===== config.mk =====
export PLATFORM = sky130hd
export DESIGN_NAME = ght_ctrl
export DESIGN_NICKNAME = d
export VERILOG_FILES = /design/src/rtl/core/ght_pkg.sv /design/src/rtl/core/ght_ctrl.sv
export SDC_FILE = /design/constraint.sdc
export NUM_CORES = 1
export LEC_CHECK = 0
export ABC_CLOCK_PERIOD_IN_PS = 3180
export BUFFER_PORTS_ARGS = -buffer_cell sky130_fd_sc_hd__buf_2
export CAP_MARGIN = 20
export CORE_AREA = 4 4 41 43
export DETAILED_ROUTE_END_ITERATION = 8
export DIE_AREA = 0 0 45 47
export SYNTH_ARGS = -nofsm -noshare
export SYNTH_HDL_FRONTEND = slang
export SYNTH_SLANG_ARGS = --single-unit

===== constraint.sdc =====
create_clock -name clk -period 3.18 [get_ports clk]
set_input_delay 0.954 -clock clk [delete_from_list [all_inputs] [get_ports clk]]
set_output_delay 0.954 -clock clk [all_outputs]
set_load 0.02 [all_outputs]

===== src/rtl/core/ght_pkg.sv =====
// ght_pkg: shared types, constants and hash function for the generation hash table
// no dependencies
package ght_pkg;

	localparam int unsigned INDEX_BITS_DEF = 10;
	localparam int unsigned MAX_PROBES_DEF = 20;
	localparam logic [31:0] RESET_GEN      = 32'd3;

	typedef enum logic [1:0] {
		MODE_INSERT = 2'd0,
		MODE_LOOKUP = 2'd1,
		MODE_TAS    = 2'd2,
		MODE_CLEAR  = 2'd3
	} mode_t;

	// controller to datapath
	typedef struct packed {
		logic load;      // latch item
		logic hash;      // compute home slot
		logic rd;        // issue read of probe slot
		logic step;      // advance probe pointer
		logic wr;        // write entry at chosen slot
		logic clr_gen;   // advance generation
		logic done;      // present result
	} ctl_t;

	// datapath to controller
	typedef struct packed {
		logic stop;      // probing ends at the slot just read
		logic cleared;   // clearing pass complete
	} sts_t;

	// first three rounds of the integer hash
	function automatic logic [31:0] hash_a(input logic [31:0] k);
		logic [31:0] h;
		h = (k + 32'h7ed55d16) + (k << 12);
		h = (h ^ 32'hc761c23c) ^ (h >> 19);
		h = (h + 32'h165667b1) + (h << 5);
		return h;
	endfunction

	// last three rounds
	function automatic logic [31:0] hash_b(input logic [31:0] k);
		logic [31:0] h;
		h = (k + 32'hd3a2646c) ^ (k << 9);
		h = (h + 32'hfd7046c5) + (h << 3);
		h = (h ^ 32'hb55a4f09) ^ (h >> 16);
		return h;
	endfunction

endpackage


===== src/rtl/core/ght_ctrl.sv =====
// ght_ctrl: sequencer for hashing, probing, write-back and the reset clearing pass
// depends on ght_pkg
module ght_ctrl
	import ght_pkg::*;
(
	input  logic clk,
	input  logic arst_n,
	input  logic start,
	input  logic busy_in,
	input  sts_t sts,
	input  logic [1:0] mode,
	output ctl_t ctl,
	output logic busy
);

	typedef enum logic [6:0] {
		ST_CLEAR = 7'b0000001,
		ST_IDLE  = 7'b0000010,
		ST_HASH1 = 7'b0000100,
		ST_HASH2 = 7'b0001000,
		ST_READ  = 7'b0010000,
		ST_EVAL  = 7'b0100000,
		ST_WRITE = 7'b1000000
	} state_t;

	state_t state_q, state_d;

	assign busy = (state_q != ST_IDLE);

	// next state and commands
	always_comb begin
		state_d = state_q;
		ctl = '0;
		unique case (state_q)
			ST_CLEAR: begin
				if (sts.cleared) state_d = ST_IDLE;
			end
			ST_IDLE: begin
				if (start) begin
					ctl.load = 1'b1;
					if (mode == MODE_CLEAR) state_d = ST_WRITE;
					else state_d = ST_HASH1;
				end
			end
			ST_HASH1: begin
				ctl.hash = 1'b1;
				state_d = ST_HASH2;
			end
			ST_HASH2: begin
				ctl.rd = 1'b1;
				state_d = ST_READ;
			end
			ST_READ: state_d = ST_EVAL;
			ST_EVAL: begin
				if (sts.stop) state_d = ST_WRITE;
				else begin
					ctl.step = 1'b1;
					ctl.rd = 1'b1;
					state_d = ST_READ;
				end
			end
			ST_WRITE: begin
				ctl.wr = 1'b1;
				ctl.done = 1'b1;
				state_d = ST_IDLE;
			end
			default: state_d = ST_IDLE;
		endcase
	end

	always_ff @(posedge clk or negedge arst_n) begin
		if (!arst_n) state_q <= ST_CLEAR;
		else state_q <= state_d;
	end

	// busy_in is the port-side copy of busy, used only for checking
`ifndef SYNTH
	a_load_idle: assert property (@(posedge clk) disable iff (!arst_n)
		ctl.load |-> !busy_in) else $error("load while busy");
	a_done_next_idle: assert property (@(posedge clk) disable iff (!arst_n)
		ctl.done |=> state_q == ST_IDLE) else $error("done not followed by idle");
	a_read_eval: assert property (@(posedge clk) disable iff (!arst_n)
		state_q == ST_READ |=> state_q == ST_EVAL) else $error("read not evaluated");
`endif

endmodule


# [Yosys cells after proc, flatten, opt, wreduce, memory -nomap -nowiden]
# Index checks and enable logic that the tools add are counted.
# Widths: inputs -> output; s select.
[op_classes] eq_ne=11 n_mux=12 reduce_logical=1
[ops] op="$pmux 7 s6" n=1
[ops] op="$mux 7" n=4
[ops] op="$eq 7x1->1 const B" n=1
[ops] op="$eq 7x2->1 const B" n=1
[ops] op="$eq 7x3->1 const B" n=1
[ops] op="$eq 7x4->1 const B" n=1
[ops] op="$eq 7x5->1 const B" n=1
[ops] op="$eq 7x6->1 const B" n=1
[ops] op="$eq 7x7->1 const B" n=1
[ops] op="$ne 7x2->1 const B" n=1
[ops] op="$mux 1" n=5
[ops] op="$ne 2x2->1 const B" n=2
[ops] op="$eq 2x2->1 const B" n=1
[ops] op="$mux 2" n=1
[ops] op="$pmux 1 s2" n=1
[ops] op="$reduce_and 2->1" n=1
[totals] reg_bits=7 inputBits=8 output_inout_bits=8 elab_cells=25

# [Depth between registers and ports, before layout]
# Gate-level depths: netlist of run 1.
[depth] depth_word=4 mapped_depth=5 ltp_nobuf=4

# [Worst setup path after synthesis of run 1]
# Ideal clock, no wire load.
[synth_path] path_kind="in2out" from="in sts[1] (netlist name)" to="out ctl[4] (netlist name)" t_arrival_ns=1.529 required_time_ns=2.226 setup_slack_ns=0.697 cell_stages=2 path_buffers=0 cell_sequence="and4b_4 > a41o_1"
[synth_lines] item="start, declared" line="ght_ctrl.sv:10" source="input sts_t sts,"
[synth_lines] item="end, declared" line="ght_ctrl.sv:12" source="output ctl_t ctl,"

==> impl_metrics.json, run 1 <==
{
  "status": "completed",
  "crit_path_end_kind": "primary output",
  "maxCapViolCount": 0,
  "grt_pass1_vias": 328,
  "htree_num_levels": 1,
  "drt_iter0_drc": 4,
  "coreArea_um2": 1300,
  "routedWlPerCell_um": 13.2,
  "die_height_um": 47,
  "die_area_um2": 2120,
  "cellPowerDensity_nw_per_um2": 710,
  "root_buffer": "clkbuf_4",
  "yosysSeqAreaShare_pct": 40.6,
  "clk-insertion-delay-late_ns": 0.25,
  "yosys_warnings": 0,
  "rows": 13,
  "drv_slew": 0,
  "final_hold_viol_count": 0,
  "slowest_stage": "and4b_4",
  "largest_reg_flops": 7,
  "final_area_um2": 524,
  "synth-seq-cells": 7,
  "cts.clk_slew.worst_paths_ns": 0.05,
  "cts_setup_buffers": 0,
  "placed_area_um2": 498,
  "grt_util_all_layers_pct": 11.3,
  "layout_commonest_cell": "buf_2",
  "rsz0062_at_grt": "false",
  "synth_fp_nets": 51,
  "fp.dieW_um": 45,
  "nets": 66,
  "ctsResizeCount": 0,
  "synth_area_um2": 434,
  "final_core_util_pct": 40.3,
  "crit_path_frequent_cell": "buf_2",
  "min_path_type": "input pin to async pin",
  "first_pass_iters": 5,
  "critPathTopFamily": "simple AND/OR/NAND/NOR gates",
  "synth.avg_cell_area_um2": 10.1,
  "cp_slowest_stage_delay_ns": 0.33,
  "clock.fmax_mhz": 385,
  "grt_max_degree": 9,
  "reg2reg_depth": 4,
  "grt-ovfl-total": 0,
  "grt_pass1_wl_um": 1520,
  "period_share_pct": 81.6,
  "critical_path_buf_inv_count": 2,
  "syn2layout_area_growth_pct": 20.7,
  "cts_max_path_buffers": 2,
  "io_pins": 16,
  "cts_tree": "done",
  "regMostFlops": "state_q",
  "setup_viol": 0,
  "final_cell_mix": "buf_2 (13), nor2_1 (6), dfrtp_1 (6)",
  "antenna_found_initial": 0,
  "ant_nets": 0,
  "irDropWorstVdd_mv": 0.316,
  "finalClockSkew_ns": 0.00275,
  "drcViolationCount": 0,
  "layout_min_cycle_time_ns": 2.59,
  "place.gp.congestion": 0.715,
  "numCtsBuffers": 3,
  "initial_utilization_pct": 33.4,
  "worstPathArrival_ns": 1.64,
  "avgViaCountPerCell": 5.15,
  "drt-total-wl_um": 948,
  "portBuffers": 13,
  "critical_path.cell_chain": "buf_2 > and4b_4 > a41o_1 > buf_2",
  "worstSetupStartpointType": "input pin",
  "num_antenna_cells": 0,
  "cp.depth": 4,
  "reg_top3": "state_q x7",
  "drive_gt1_share_pct": 42.1,
  "worstSetupPathType": "input pin to primary output",
  "required_ns": 2.23,
  "p_leak_nw": 0.264,
  "crit_fanout": 3,
  "num_vias": 371,
  "syn_inst": 43,
  "r2r_slack_ns": 1.82,
  "synth_cell_types": 25,
  "finalSetupTns_ns": 0,
  "cts_hold_buf": 0,
  "cts_sinks": 7
}
[routing by layer]
layer | global-route usage, % | share of wire (%) | up-vias
li1 | - | - | 182
met1 | 12.9 | 42 | 169
met2 | 16.7 | 46 | 16
met3 | 6.13 | 10 | 4
met4 | 7.02 | 2.4 | 0
met5 | 0 | 0 | -
[kinds of logic (layout without fill, tap and decap cells)]
group	Yosys count	in the layout	synth area share, %
AO/OA/AOI/OAI	7	7	13.3
XOR/XNOR	2	2	4.04
buffers and inverters	5	19	6.34
flip-flops	7	7	40.6
other	1	1	0.864
AND/OR/NAND/NOR	21	21	34.9
[worst register-to-register path, cell delays in order, from the launching register on]
cell,delay (ns)
dfrtp_1,0.48
nor3_1,0.25
nand3_1,0.23
o21ai_0,0.18
o22ai_1,0.11
[cell usage after synthesis (all sizes together)]
library cell / instances / area [um^2]
nand3: 1 / 5.00
nor4b: 1 / 8.76
and3: 2 / 13.8
nand2: 2 / 7.51
nor3: 4 / 31.3
buf: 3 / 20.0
dfrtp: 6 / 150
dfstp: 1 / 26.3
a41o: 2 / 20.0
conb: 1 / 3.75
inv: 2 / 7.51
and4b: 2 / 25.0
o21a: 1 / 7.51
xnor2: 2 / 17.5
and2: 1 / 7.51
o22ai: 2 / 12.5
a211oi: 1 / 12.5
nor2: 6 / 22.5
o21ai: 1 / 5.00
nand4b: 1 / 8.76
nor4: 1 / 21.3
[metrics by stage]
step	cells	total power [mW]	worst slack [ns]	hold WS, ns
after global placement	68	0.289	0.591	0.638
final	72	0.372	0.586	0.527
after global routing	72	0.403	0.485	0.523
after floorplan	43	0.247	0.697	0.581
after detailed placement	68	0.295	0.589	0.658
after CTS	72	0.377	0.575	0.526
[area by class of cell]
cell class / instances / area [um^2]
Clock buffer: 4 / 26.3
Inverter: 2 / 7.51
Timing Repair Buffer: 13 / 65.1
Fill cell: 147 / 777
Tap cell: 15 / 18.8
Multi-Input combinational cell: 31 / 230
Sequential cell: 7 / 176
[report_power, final]
part / leakage, nW / internal [mW] / switching [mW]
logic: 0.159 / 0.0605 / 0.0938
registers: 0.0899 / 0.105 / 0.0329
clock network: 0.0150 / 0.0478 / 0.0319
[path summary, 6_finish.rpt]
| check | to | from |
|---|---|---|
| max | ctl[4] | sts[1] |
| min | state_q[6]$_DFFE_PN0P_ | arst_n |
| max reg2reg | state_q[1]$_DFFE_PN0P_ | state_q[3]$_DFFE_PN0P_ |
| min reg2reg | state_q[3]$_DFFE_PN0P_ | state_q[3]$_DFFE_PN0P_ |
| max in group asynchronous | state_q[0]$_DFFE_PN1P_ | arst_n |
| min in group clk | state_q[3]$_DFFE_PN0P_ | state_q[3]$_DFFE_PN0P_ |
Note: power is estimated with default switching activity, not from simulation.
==> run 2, diff against run 1 <==
Settings changed: ABC_CLOCK_PERIOD_IN_PS 3180 to 2100.
Clock period 3.18 ns to 2.1 ns, I/O delays scaled along.
==> run 2 against run 1 <==
Effect of this change: core utilization up 5.0 points; non-clock buffer count is 5 higher; sequential cell count unchanged; total power up 71%; clock-buffer cell count stayed put; setup slack worse by 0.64 ns; routed wire length increased by 9.8%; clock skew increased by 0.0014 ns; critical path depth is the same; sequential power increased by 46%; the flow now finishes with violations (negative setup slack).
==> impl_metrics.json, run 2 (same netlist as run 1, synthesis figures left out) <==
{
  "fin_ws_ns": -0.0498,
  "setup_viol": 1,
  "nets": 71,
  "drv_slew": 0,
  "grt_util_all_layers_pct": 9.48,
  "seqPwrFrac_pct": 31.7,
  "crit_fanout": 4,
  "crit_path_end_kind": "primary output",
  "antenna_found_initial": 0,
  "rsz0062_at_grt": "true",
  "pwr-share-comb_pct": 49.1,
  "hpwlAfterDp_um": 705,
  "violations": "negative setup slack",
  "drive_gt1_share_pct": 56.5,
  "io_pins": 16,
  "dr_wl_met3_um": 79,
  "reg2reg_depth": 5,
  "cts_hold_buf": 0,
  "grt_pass1_wl_um": 1390,
  "cts_max_path_buffers": 2,
  "routedWlPerCell_um": 13.5,
  "clk-insertion-delay-late_ns": 0.25,
  "wl_met1_um": 482,
  "holdWs_ns": 0.205,
  "grt-ovfl-total": 0,
  "ant_nets": 0,
  "first_pass_iters": 4,
  "final_cell_mix": "buf_2 (10), buf_4 (7), nor2_1 (5)",
  "worstSetupStartpointType": "flop",
  "sw_frac_of_total_pct": 40.8,
  "cts_tree": "done",
  "numCtsBuffers": 3,
  "rows": 13,
  "regMostFlops": "state_q",
  "cts.clk_slew.worst_paths_ns": 0.05,
  "wl_met2_um": 479,
  "r2r_slack_ns": 0.75,
  "pwr-share-clk_pct": 19.1,
  "status": "finished with violations",
  "finalClockSkew_ns": 0.00412,
  "drcViolationCount": 0,
  "grt_pass1_vias": 314,
  "drt-total-wl_um": 1040,
  "htree_num_levels": 1,
  "final_hold_viol_count": 0,
  "root_buffer": "clkbuf_4",
  "syn2layout_area_growth_pct": 35.7,
  "num_antenna_cells": 0,
  "cellPowerDensity_nw_per_um2": 1080,
  "irDropWorstVdd_mv": 0.791,
  "largest_reg_flops": 7,
  "internal-power_mw": 0.377,
  "die_area_um2": 2120,
  "required_ns": 1.47,
  "p_sw_mw": 0.260,
  "place.gp.congestion": 0.717,
  "fin_cells": 77,
  "layout_min_cycle_time_ns": 2.15,
  "portBuffers": 13,
  "worstPathArrival_ns": 1.52,
  "fp.dieW_um": 45,
  "worstSetupPathType": "flop to primary output",
  "min_path_type": "input pin to async pin",
  "maxCapViolCount": 0,
  "avgViaCountPerCell": 4.95,
  "drt_iter0_drc": 16,
  "maxUsedRoutingLayer": "met3",
  "period_share_pct": 102,
  "grt_max_degree": 9,
  "cts_sinks": 7,
  "die_height_um": 47,
  "coreArea_um2": 1300,
  "clock.fmax_mhz": 465,
  "p_leak_nw": 0.290,
  "layout_commonest_cell": "buf_2",
  "num_vias": 381,
  "final_core_util_pct": 45.3,
  "reg_top3": "state_q x7",
  "initial_utilization_pct": 33.4,
  "dp.cells": 69
}
==> run 2: final cells by class <==
cell class,instances,area (um^2)
Clock buffer,4,26.3
Fill cell,136,712
Inverter,2,7.51
Multi-Input combinational cell,31,243
Sequential cell,7,180
Tap cell,15,18.8
Timing Repair Buffer,18,114
==> run 2: stage by stage <==
step | area, um^2 | TNS (ns) | setup WS [ns] | total power, mW
final | 589 | -0.0498 | -0.0498 | 0.638
after global routing | 589 | -0.226 | -0.110 | 0.680
after global placement | 505 | 0 | 0.159 | 0.452
after CTS | 552 | -0.0407 | -0.0300 | 0.603
after detailed placement | 505 | 0 | 0.156 | 0.454
after floorplan | 434 | 0 | 0.133 | 0.374
==> run 2: final timing paths <==
| path | start | end |
|---|---|---|
| min | arst_n | state_q[3]$_DFFE_PN0P_ |
| max reg2reg | state_q[1]$_DFFE_PN0P_ | state_q[1]$_DFFE_PN0P_ |
| min in group clk | start | state_q[1]$_DFFE_PN0P_ |
| max in group asynchronous | arst_n | state_q[0]$_DFFE_PN1P_ |
| max | state_q[6]$_DFFE_PN0P_ | ctl[4] |
| min reg2reg | state_q[4]$_DFFE_PN0P_ | state_q[6]$_DFFE_PN0P_ |
==> run 2: per-layer routing <==
layer	vias to the layer above	global-route usage, %
li1	194	-
met1	175	13.3
met2	12	12.1
met3	0	3.83
met4	0	5.26
met5	-	0
==> run 2: power groups by stage <==
stage	Combinational, mW	Sequential [mW]	Clock [mW]
floorplan	0.182	0.193	0
global placement	0.243	0.209	0
detailed placement	0.246	0.208	0
CTS	0.278	0.200	0.125
global route	0.337	0.208	0.136
finish	0.313	0.202	0.122
==> run 2: timing repair <==
action,CTS,global route
endpoints found under the setup margin,3,6
buffers inserted,1,3
cloned,0,0
resized for setup,4,6
pin swaps,1,2
==> run 2: critical path: stages, from the launching register on <==
cell	delay, ns
dfrtp_1	0.43
nor4_4	0.31
and4b_4	0.29
a41o_1	0.12
buf_6	0.12
